**src/rtl/fbpt_pkg.sv**
```systemverilog
`timescale 1ns / 1ps

package fbpt_pkg;

	// Default fraction width of the running average
	localparam int AVG_FRAC_BITS_DEF = 8;

	// Field widths
	localparam int CNT_W = 16;
	localparam int DIVISOR_W = 8;
	localparam int CFG_IDX_W = 3;
	localparam int CFG_DATA_W = 16;

	// Request codes
	localparam logic [1:0] REQ_TICK = 2'd0;
	localparam logic [1:0] REQ_OBS = 2'd1;
	localparam logic [1:0] REQ_APPLY = 2'd2;
	localparam logic [1:0] REQ_NONE = 2'd3;

	// Configuration register indexes
	localparam logic [CFG_IDX_W-1:0] CFG_ENABLE = 3'd0;
	localparam logic [CFG_IDX_W-1:0] CFG_DURATION = 3'd1;
	localparam logic [CFG_IDX_W-1:0] CFG_OFFSET = 3'd2;
	localparam logic [CFG_IDX_W-1:0] CFG_PERIOD = 3'd3;
	localparam logic [CFG_IDX_W-1:0] CFG_DIVISOR = 3'd4;

	// Register reset values
	localparam logic [CNT_W-1:0] DURATION_RST = 16'd200;
	localparam logic [CNT_W-1:0] PERIOD_RST = 16'd2048;
	localparam logic [DIVISOR_W-1:0] DIVISOR_RST = 8'd4;

	typedef struct packed {
		logic [1:0]       req_type;
		logic [CNT_W-1:0] obs_value;
	} req_word_t;

	typedef struct packed {
		logic             blink_on;
		logic             blink_off;
		logic             ping_request;
		logic [CNT_W-1:0] counter_value;
	} rsp_word_t;

	// Controller to datapath
	typedef struct packed {
		logic load;
		logic step;
		logic point;
		logic commit;
	} ctl_cmd_t;

	// Datapath to controller
	typedef struct packed {
		logic div_done;
	} dp_status_t;

endpackage

```
**src/rtl/fbpt_datapath.sv**
```systemverilog
`timescale 1ns / 1ps

module fbpt_datapath #(
	parameter int AVG_FRAC_BITS = fbpt_pkg::AVG_FRAC_BITS_DEF
) (
	input  logic                                clk,
	input  logic                                arst_n,
	input  fbpt_pkg::ctl_cmd_t                  cmd,
	output fbpt_pkg::dp_status_t                status,
	input  fbpt_pkg::req_word_t                 req,
	output fbpt_pkg::rsp_word_t                 rsp,
	input  logic                                cfg_we,
	input  logic [fbpt_pkg::CFG_IDX_W-1:0]      cfg_index,
	input  logic [fbpt_pkg::CFG_DATA_W-1:0]     cfg_data
);
	import fbpt_pkg::*;

	localparam int AVG_W = CNT_W + AVG_FRAC_BITS;
	localparam int NUM_W = AVG_W;
	localparam int STEP_W = $clog2(NUM_W);

	// Configuration
	logic                 enable_q;
	logic [CNT_W-1:0]     duration_q;
	logic [CNT_W-1:0]     offset_q;
	logic [CNT_W-1:0]     period_q;
	logic [DIVISOR_W-1:0] divisor_q;

	// Architectural state
	logic [CNT_W-1:0] counter_q;
	logic [AVG_W-1:0] avg_q;

	// Item and divider registers
	logic [1:0]        kind_q;
	logic              sign_q;
	logic [CNT_W-1:0]  rem_q;
	logic [NUM_W-1:0]  quo_q;
	logic [CNT_W-1:0]  den_q;
	logic [STEP_W-1:0] cnt_q;
	logic [CNT_W-1:0]  off_q;
	logic [CNT_W-1:0]  on_q;
	rsp_word_t         rsp_q;

	// Load-side operands
	logic [AVG_W-1:0] target;
	logic             below;
	logic [AVG_W-1:0] mag;

	// Divider step
	logic [CNT_W:0] shifted;
	logic [CNT_W:0] trial;

	// Compare points
	logic             half_zero;
	logic [CNT_W-1:0] r_mod;
	logic [CNT_W-1:0] off_pt;

	// Commit
	logic             wrap;
	logic [CNT_W:0]   sum;
	logic [CNT_W-1:0] jump;
	logic [CNT_W-1:0] sat;
	rsp_word_t        rsp_d;

	assign target = AVG_W'(req.obs_value) << AVG_FRAC_BITS;
	assign below = target < avg_q;
	assign mag = below ? (avg_q - target) : (target - avg_q);

	assign shifted = {rem_q, quo_q[NUM_W-1]};
	assign trial = shifted - {1'b0, den_q};

	assign half_zero = (period_q[CNT_W-1:1] == '0);
	assign r_mod = half_zero ? '0 : rem_q;
	assign off_pt = period_q - r_mod;

	assign wrap = counter_q >= period_q;
	assign jump = avg_q[AVG_W-1:AVG_FRAC_BITS];
	assign sum = {1'b0, counter_q} + {1'b0, jump};
	assign sat = (period_q == '0) ? '0 : (period_q - CNT_W'(1));

	assign status.div_done = (cnt_q == STEP_W'(NUM_W - 1));
	assign rsp = rsp_q;

	// Configuration registers
	always_ff @(posedge clk or negedge arst_n) begin
		if (!arst_n) begin
			enable_q <= 1'b0;
			duration_q <= DURATION_RST;
			offset_q <= '0;
			period_q <= PERIOD_RST;
			divisor_q <= DIVISOR_RST;
		end else if (cfg_we) begin
			unique case (cfg_index)
				CFG_ENABLE: enable_q <= cfg_data[0];
				CFG_DURATION: duration_q <= cfg_data;
				CFG_OFFSET: offset_q <= cfg_data;
				CFG_PERIOD: period_q <= cfg_data;
				CFG_DIVISOR: divisor_q <= cfg_data[DIVISOR_W-1:0];
				default: ;
			endcase
		end
	end

	// Item capture, restoring divider, compare points
	always_ff @(posedge clk) begin
		if (cmd.load) begin
			kind_q <= req.req_type;
			sign_q <= below;
			rem_q <= '0;
			cnt_q <= '0;
			if (req.req_type == REQ_OBS) begin
				quo_q <= mag;
				den_q <= (divisor_q == '0) ? CNT_W'(1) : CNT_W'(divisor_q);
			end else begin
				quo_q <= NUM_W'(offset_q);
				den_q <= period_q >> 1;
			end
		end else if (cmd.step) begin
			cnt_q <= cnt_q + STEP_W'(1);
			if (!trial[CNT_W]) begin
				rem_q <= trial[CNT_W-1:0];
				quo_q <= {quo_q[NUM_W-2:0], 1'b1};
			end else begin
				rem_q <= shifted[CNT_W-1:0];
				quo_q <= {quo_q[NUM_W-2:0], 1'b0};
			end
		end else if (cmd.point) begin
			off_q <= off_pt;
			on_q <= off_pt - duration_q;
		end
	end

	// Next result word
	always_comb begin
		rsp_d = '0;
		rsp_d.counter_value = counter_q;
		unique case (kind_q)
			REQ_TICK: begin
				rsp_d.ping_request = wrap;
				rsp_d.counter_value = wrap ? '0 : (counter_q + CNT_W'(1));
				if (wrap) begin
					rsp_d.blink_on = enable_q && (on_q == '0);
					rsp_d.blink_off = enable_q && (off_q == '0);
				end else begin
					rsp_d.blink_on = enable_q && (on_q == counter_q + CNT_W'(1));
					rsp_d.blink_off = enable_q && (off_q == counter_q + CNT_W'(1));
				end
			end
			REQ_APPLY: begin
				rsp_d.blink_off = enable_q && (counter_q < off_q) &&
					(sum > {1'b0, off_q});
				rsp_d.counter_value = (sum >= {1'b0, period_q}) ? sat :
					sum[CNT_W-1:0];
			end
			REQ_OBS, REQ_NONE: ;
			default: ;
		endcase
	end

	// Result word
	always_ff @(posedge clk) begin
		if (cmd.commit) begin
			rsp_q <= rsp_d;
		end
	end

	// Phase counter and running average
	always_ff @(posedge clk or negedge arst_n) begin
		if (!arst_n) begin
			counter_q <= '0;
			avg_q <= '0;
		end else if (cmd.commit) begin
			unique case (kind_q)
				REQ_TICK: counter_q <= wrap ? '0 : (counter_q + CNT_W'(1));
				REQ_OBS: avg_q <= sign_q ? (avg_q - quo_q) : (avg_q + quo_q);
				REQ_APPLY: begin
					counter_q <= (sum >= {1'b0, period_q}) ? sat : sum[CNT_W-1:0];
					avg_q <= '0;
				end
				default: ;
			endcase
		end
	end

endmodule

```
**src/rtl/fbpt_ctrl.sv**
```systemverilog
`timescale 1ns / 1ps

module fbpt_ctrl (
	input  logic                 clk,
	input  logic                 arst_n,
	input  logic                 req_valid,
	output logic                 req_stall,
	output logic                 rsp_valid,
	input  logic                 rsp_stall,
	input  fbpt_pkg::dp_status_t status,
	output fbpt_pkg::ctl_cmd_t   cmd
);
	import fbpt_pkg::*;

	typedef enum logic [1:0] {
		ST_IDLE,
		ST_DIV,
		ST_POINT,
		ST_FIN
	} state_t;

	state_t state_q;
	logic   rsp_valid_q;

	assign req_stall = (state_q != ST_IDLE);
	assign rsp_valid = rsp_valid_q;

	// Commands
	assign cmd.load = (state_q == ST_IDLE) && req_valid;
	assign cmd.step = (state_q == ST_DIV);
	assign cmd.point = (state_q == ST_POINT);
	assign cmd.commit = (state_q == ST_FIN) && (!rsp_valid_q || !rsp_stall);

	// Sequencer and output valid
	always_ff @(posedge clk or negedge arst_n) begin
		if (!arst_n) begin
			state_q <= ST_IDLE;
			rsp_valid_q <= 1'b0;
		end else begin
			if (cmd.commit) begin
				rsp_valid_q <= 1'b1;
			end else if (rsp_valid_q && !rsp_stall) begin
				rsp_valid_q <= 1'b0;
			end
			unique case (state_q)
				ST_IDLE: begin
					if (req_valid) state_q <= ST_DIV;
				end
				ST_DIV: begin
					if (status.div_done) state_q <= ST_POINT;
				end
				ST_POINT: begin
					state_q <= ST_FIN;
				end
				ST_FIN: begin
					if (cmd.commit) state_q <= ST_IDLE;
				end
				default: state_q <= ST_IDLE;
			endcase
		end
	end

	a_cmd_onehot: assert property (@(posedge clk) disable iff (!arst_n)
		$onehot0({cmd.load, cmd.step, cmd.point, cmd.commit}))
		else $error("more than one datapath command at once");

	a_commit_shows: assert property (@(posedge clk) disable iff (!arst_n)
		cmd.commit |=> rsp_valid && state_q == ST_IDLE)
		else $error("committed word not presented");

	a_accept_starts: assert property (@(posedge clk) disable iff (!arst_n)
		(req_valid && !req_stall) |=> state_q == ST_DIV)
		else $error("accepted word did not start the divider");

	a_fin_waits: assert property (@(posedge clk) disable iff (!arst_n)
		(state_q == ST_FIN && rsp_valid && rsp_stall) |=> state_q == ST_FIN)
		else $error("result overwrote a stalled word");

endmodule

```
**src/rtl/firefly_blink_phase_timer.sv**
```systemverilog
`timescale 1ns / 1ps

// Firefly blink phase timer.
// Request channel (req_valid / req_stall / req) carries one word per event:
// a tick, a phase observation, or an apply-correction. Each accepted word
// yields exactly one result word on the response channel
// (rsp_valid / rsp_stall / rsp) with the blink on/off strobes, the sync ping
// strobe and the phase counter after the event.
// Each word runs through a shared restoring divider, one quotient bit per
// cycle over 16 + AVG_FRAC_BITS bits: the phase offset modulo half the
// period for ticks and applies, the average step for observations.
// A new word is accepted only after the previous result is committed, as
// req_stall is high from acceptance until that commit. A finished result
// sits in the output register; the block takes the next request while it
// waits, and a stalled receiver only holds back the commit of the following
// result.
// Reset clears the counter, the average and both channels, and loads the
// register defaults. The user must write registers (cfg_we / cfg_index /
// cfg_data) only while the block is idle; the block does not enforce this.
module firefly_blink_phase_timer #(
	parameter int AVG_FRAC_BITS = fbpt_pkg::AVG_FRAC_BITS_DEF
) (
	input  logic                            clk,
	input  logic                            arst_n,
	input  logic                            req_valid,
	output logic                            req_stall,
	input  fbpt_pkg::req_word_t             req,
	output logic                            rsp_valid,
	input  logic                            rsp_stall,
	output fbpt_pkg::rsp_word_t             rsp,
	input  logic                            cfg_we,
	input  logic [fbpt_pkg::CFG_IDX_W-1:0]  cfg_index,
	input  logic [fbpt_pkg::CFG_DATA_W-1:0] cfg_data
);
	import fbpt_pkg::*;

	ctl_cmd_t   cmd;
	dp_status_t status;

	fbpt_ctrl u_ctrl (
		.clk       (clk),
		.arst_n    (arst_n),
		.req_valid (req_valid),
		.req_stall (req_stall),
		.rsp_valid (rsp_valid),
		.rsp_stall (rsp_stall),
		.status    (status),
		.cmd       (cmd)
	);

	fbpt_datapath #(
		.AVG_FRAC_BITS (AVG_FRAC_BITS)
	) u_datapath (
		.clk       (clk),
		.arst_n    (arst_n),
		.cmd       (cmd),
		.status    (status),
		.req       (req),
		.rsp       (rsp),
		.cfg_we    (cfg_we),
		.cfg_index (cfg_index),
		.cfg_data  (cfg_data)
	);

endmodule
```
**config.mk**
```make
export PLATFORM = sky130hd
export DESIGN_NAME = firefly_blink_phase_timer
export DESIGN_NICKNAME = d
export VERILOG_FILES = /design/src/rtl/fbpt_pkg.sv /design/src/rtl/fbpt_datapath.sv /design/src/rtl/fbpt_ctrl.sv /design/src/rtl/firefly_blink_phase_timer.sv
export SDC_FILE = /design/constraint.sdc
export NUM_CORES = 1
export LEC_CHECK = 0
export BUFFER_PORTS_ARGS = -buffer_cell sky130_fd_sc_hd__buf_2
export CAP_MARGIN = 15
export CORE_UTILIZATION = 31
export CTS_CLUSTER_SIZE = 8
export DETAILED_ROUTE_END_ITERATION = 10
export PLACE_DENSITY = 0.43
export SYNTH_ARGS = -nofsm -noshare
export SYNTH_HDL_FRONTEND = slang
export SYNTH_SLANG_ARGS = --single-unit
```
**constraint.sdc**
```tcl
create_clock -name clk -period 5.89 [get_ports clk]
set_input_delay 0.2945 -clock clk [delete_from_list [all_inputs] [get_ports clk]]
set_output_delay 0.2945 -clock clk [all_outputs]
set_load 0.03 [all_outputs]
```
==> flow_summary.yaml <==
run_status:
  status: "finished, violations left"
  violations: "design-rule violations"
synthesis:
  syn_avg_cell_area_um2: 9.12
  yosysWarnings: 0
  synth_nets: 2091
  syn_area_um2: 16900
  ys_top_cells_by_area: "edfxtp_1 (17%), ha_1 (14%), dfrtp_1 (14%)"
  synth_most_common_cell: "ha_1"
  synth_cell_type_count: 81
  synth_top_area_share_pct: 16.5
  synth-edff-count: 93
  seq_area_frac_synth_pct: 33.9
  yosysTopAreaCell: "edfxtp_1"
  ys_ff_latch: 214
  syn_inst: 1852
  synth_commonest_cells: "ha_1 (191), nand2_1 (167), inv_1 (153)"
  async_flop_share_pct: 46.7
  synthFlopType: "dfrtp_1"
place:
  portBuffers: 62
  dp_hpwl_um: 44200
  dpl_cell_area_um2: 18200
  placed_cells: 2602
  gp_congestion: 0.935
sta:
  fin_worst_skew_ns: 0.0320
  whs_ns: 0.0565
  tightest_slew_ns: 1.08
  rsz0062_at_grt: "no"
  drv_slew: 0
  period_needed_ns: 5.37
  clock.fmax_mhz: 186
  period_share_pct: 91.3
  fin_setup_tns_ns: 0
  setup_viol: 0
  hold_violations: 0
  max_slew_margin_pct: 27.9
drt:
  vias: 13800
  drc: 3
  ant_nets: 0
  vias_per_cell: 5.18
  wl_per_cell_um: 21.2
  first_iter_violations: 797
  wl_um: 56600
  first_pass_iters: 8
layout:
  regArea_um2: 5720
  design_area_um2: 19400
  area_delta_synth_final_pct: 14.6
  nFillCells: 5576
  diodes: 0
  final_core_util_pct: 36.0
  layout-drive-gt1-share_pct: 11.9
  nets: 2186
  multi_input_area_um2: 10400
  layoutNonFillerInstCount: 2668
setup_path:
  crit_type: "reg -> reg"
  critPathArrivalTime_ns: 5.67
  critPathLaunchType: "flop"
  reg2reg_depth: 24
  path_max_fanout: 14
  required_ns: 6.19
  cp-end-kind: "flop"
pwr:
  pwr_density_cell_nw_per_um2: 699
  vdd_drop_max_mv: 0.239
  leakagePower_uw: 0.00848
clock_tree:
  cts_buffers: 34
  clk_path_buf_depth: 3
  clock-sinks: 214
  cts-root-buf: "clkbuf_16"
  clkLatencyLatePin_ns: 0.56
  htreeDepth: 2
  clk_pin_slew_ns: 0.05
  tritoncts: "done"
floorplanning:
  fp.dieW_um: 235
  start_util_pct: 31.4
  io_pins: 63
  die_area_um2: 55400
  rows: 85
  core_area_um2: 53800
  die_y_um: 235
global_route:
  grt_max_degree: 78
  grt-ovfl-total: 0
  grt_pass1_vias: 13600
  track_usage_pct: 20.4
  grt_antenna_before_repair: 0
  grt_pass1_wl_um: 85100
flow_run:
  maxCapViolations: 0
hold_path:
  hp-class: "in -> reg"
  hold_path_depth: 3
## cells in the final DEF, fill, tap and decap left out, types with 7 or more instances in the layout
cell	count
nor2b_1	32
ha_1	191
or4_1	8
o21a_1	19
a221o_1	7
a211oi_1	10
o21bai_1	8
dfrtp_1	95
a211o_1	7
inv_1	153
buf_4	44
and2_1	11
buf_2	61
and3_1	13
a22o_1	14
nor4_1	22
or3_1	8
o41ai_1	7
nand2b_1	13
a21o_1	33
mux2_2	57
a31oi_1	17
nor3_1	36
clkbuf_16	35
o31ai_1	18
edfxtp_1	93
nor2_1	141
clkbuf_1	21
a21boi_0	10
xor2_1	44
o21ai_0	119
dfxtp_1	21
o211ai_1	12
mux2i_1	36
xnor2_1	111
nand3_1	33
nand4_1	20
a21oi_1	104
nand2_1	167
## registers in the layout, indices dropped and copies added (netlist names)
register and count:
u_datapath.avg_q 24, u_datapath.rsp 19, u_datapath.divisor_q 8, u_datapath.den_q 15, u_datapath.offset_q 16, u_datapath.cnt_q 5, u_datapath.period_q 16, u_datapath.off_q 16
u_datapath.on_q 16, u_datapath.sign_q 1, u_datapath.kind_q 2, u_datapath.duration_q 16, u_datapath.quo_q 24, u_datapath.enable_q 1, u_datapath.rem_q 16, u_ctrl.state_q 2
u_ctrl.rsp_valid 1, u_datapath.counter_q 16
## power by group
part | internal [µW] | switching [µW] | leakage [µW]
Sequential | 2420 | 717 | 0.00228
Combinational | 3600 | 4920 | 0.00571
Clock | 1140 | 746 | 0.000491
## critical path, cell delays in order (launching register included)
cell	delay, ns
dfstp_2	0.39
or3_1	0.46
nor4_4	0.23
nand2_1	0.15
nor4_4	0.20
nand2_1	0.11
buf_4	0.21
nand2_1	0.09
ha_1	0.16
o21ai_0	0.12
a21boi_0	0.34
nor3_1	0.12
o311a_1	0.40
nand2b_1	0.08
a21oi_1	0.08
xnor2_1	0.22
ha_1	0.31
or2_2	0.28
a21oi_1	0.16
a31oi_1	0.09
a21o_1	0.21
a21oi_1	0.22
o21bai_1	0.09
a21oi_1	0.17
xor3_1	0.23
## through the flow
stage | setup WS (ns) | total power [µW]
final | 0.515 | 13500
after global routing | 0.0307 | 14700
after CTS | 0.0885 | 13600
after detailed placement | 0.00549 | 11600
after global placement | 0.242 | 11600
after floorplan | 0.845 | 9100
## cell families (layout without fill, tap and decap cells)
family	Yosys count	count (layout)	synth area share (%)
compound gates	447	447	17.2
xor+xnor	158	158	8.28
flops	214	214	33.9
buf+inv	206	326	4.59
simple gates	537	537	15.2
mux	93	93	5.93
fa+ha+maj	197	197	14.9
## what timing repair did
action	4_1_cts	5_1_grt
hold buffers	4	0
endpoints found under the hold margin	26	0
pin swaps	0	0
endpoints found under the setup margin	1	4
buffers inserted	0	0
resized for setup	1	9
## metal layers
| metal | track usage [%] | wire, µm | vias to the layer above |
|---|---|---|---|
| met5 | 0 | 0 | - |
| met4 | 6.22 | 1620 | 0 |
| met3 | 3.24 | 2000 | 76 |
| met2 | 33.3 | 26000 | 273 |
| met1 | 27.7 | 26900 | 6598 |
| li1 | - | - | 6880 |
## final timing paths
| kind | start | end | slack (ns) |
|---|---|---|---|
| max | u_datapath.period_q[11] | u_datapath.on_q[15] | 0.52 |
| max in group asynchronous | arst_n | u_datapath.divisor_q[2] | 4.57 |
| min | cfg_data[7] | u_datapath.duration_q[7] | 0.06 |
| min in group asynchronous | arst_n | u_datapath.duration_q[5] | 0.19 |
| max reg2reg | u_datapath.period_q[11] | u_datapath.on_q[15] | 0.52 |
| min reg2reg | u_datapath.offset_q[2] | u_datapath.offset_q[2] | 0.51 |
## layout make-up
type | count | share of cell area [%]
multi-input cells | 1432 | 54.0
clock inverters | 3 | 0.233
repair buffers | 110 | 3.63
clock buffers | 58 | 5.07
well taps | 696 | 4.50
inverters | 155 | 3.01
flip-flops and latches | 214 | 29.6
No activity file was read; power rests on OpenSTA's default activity.
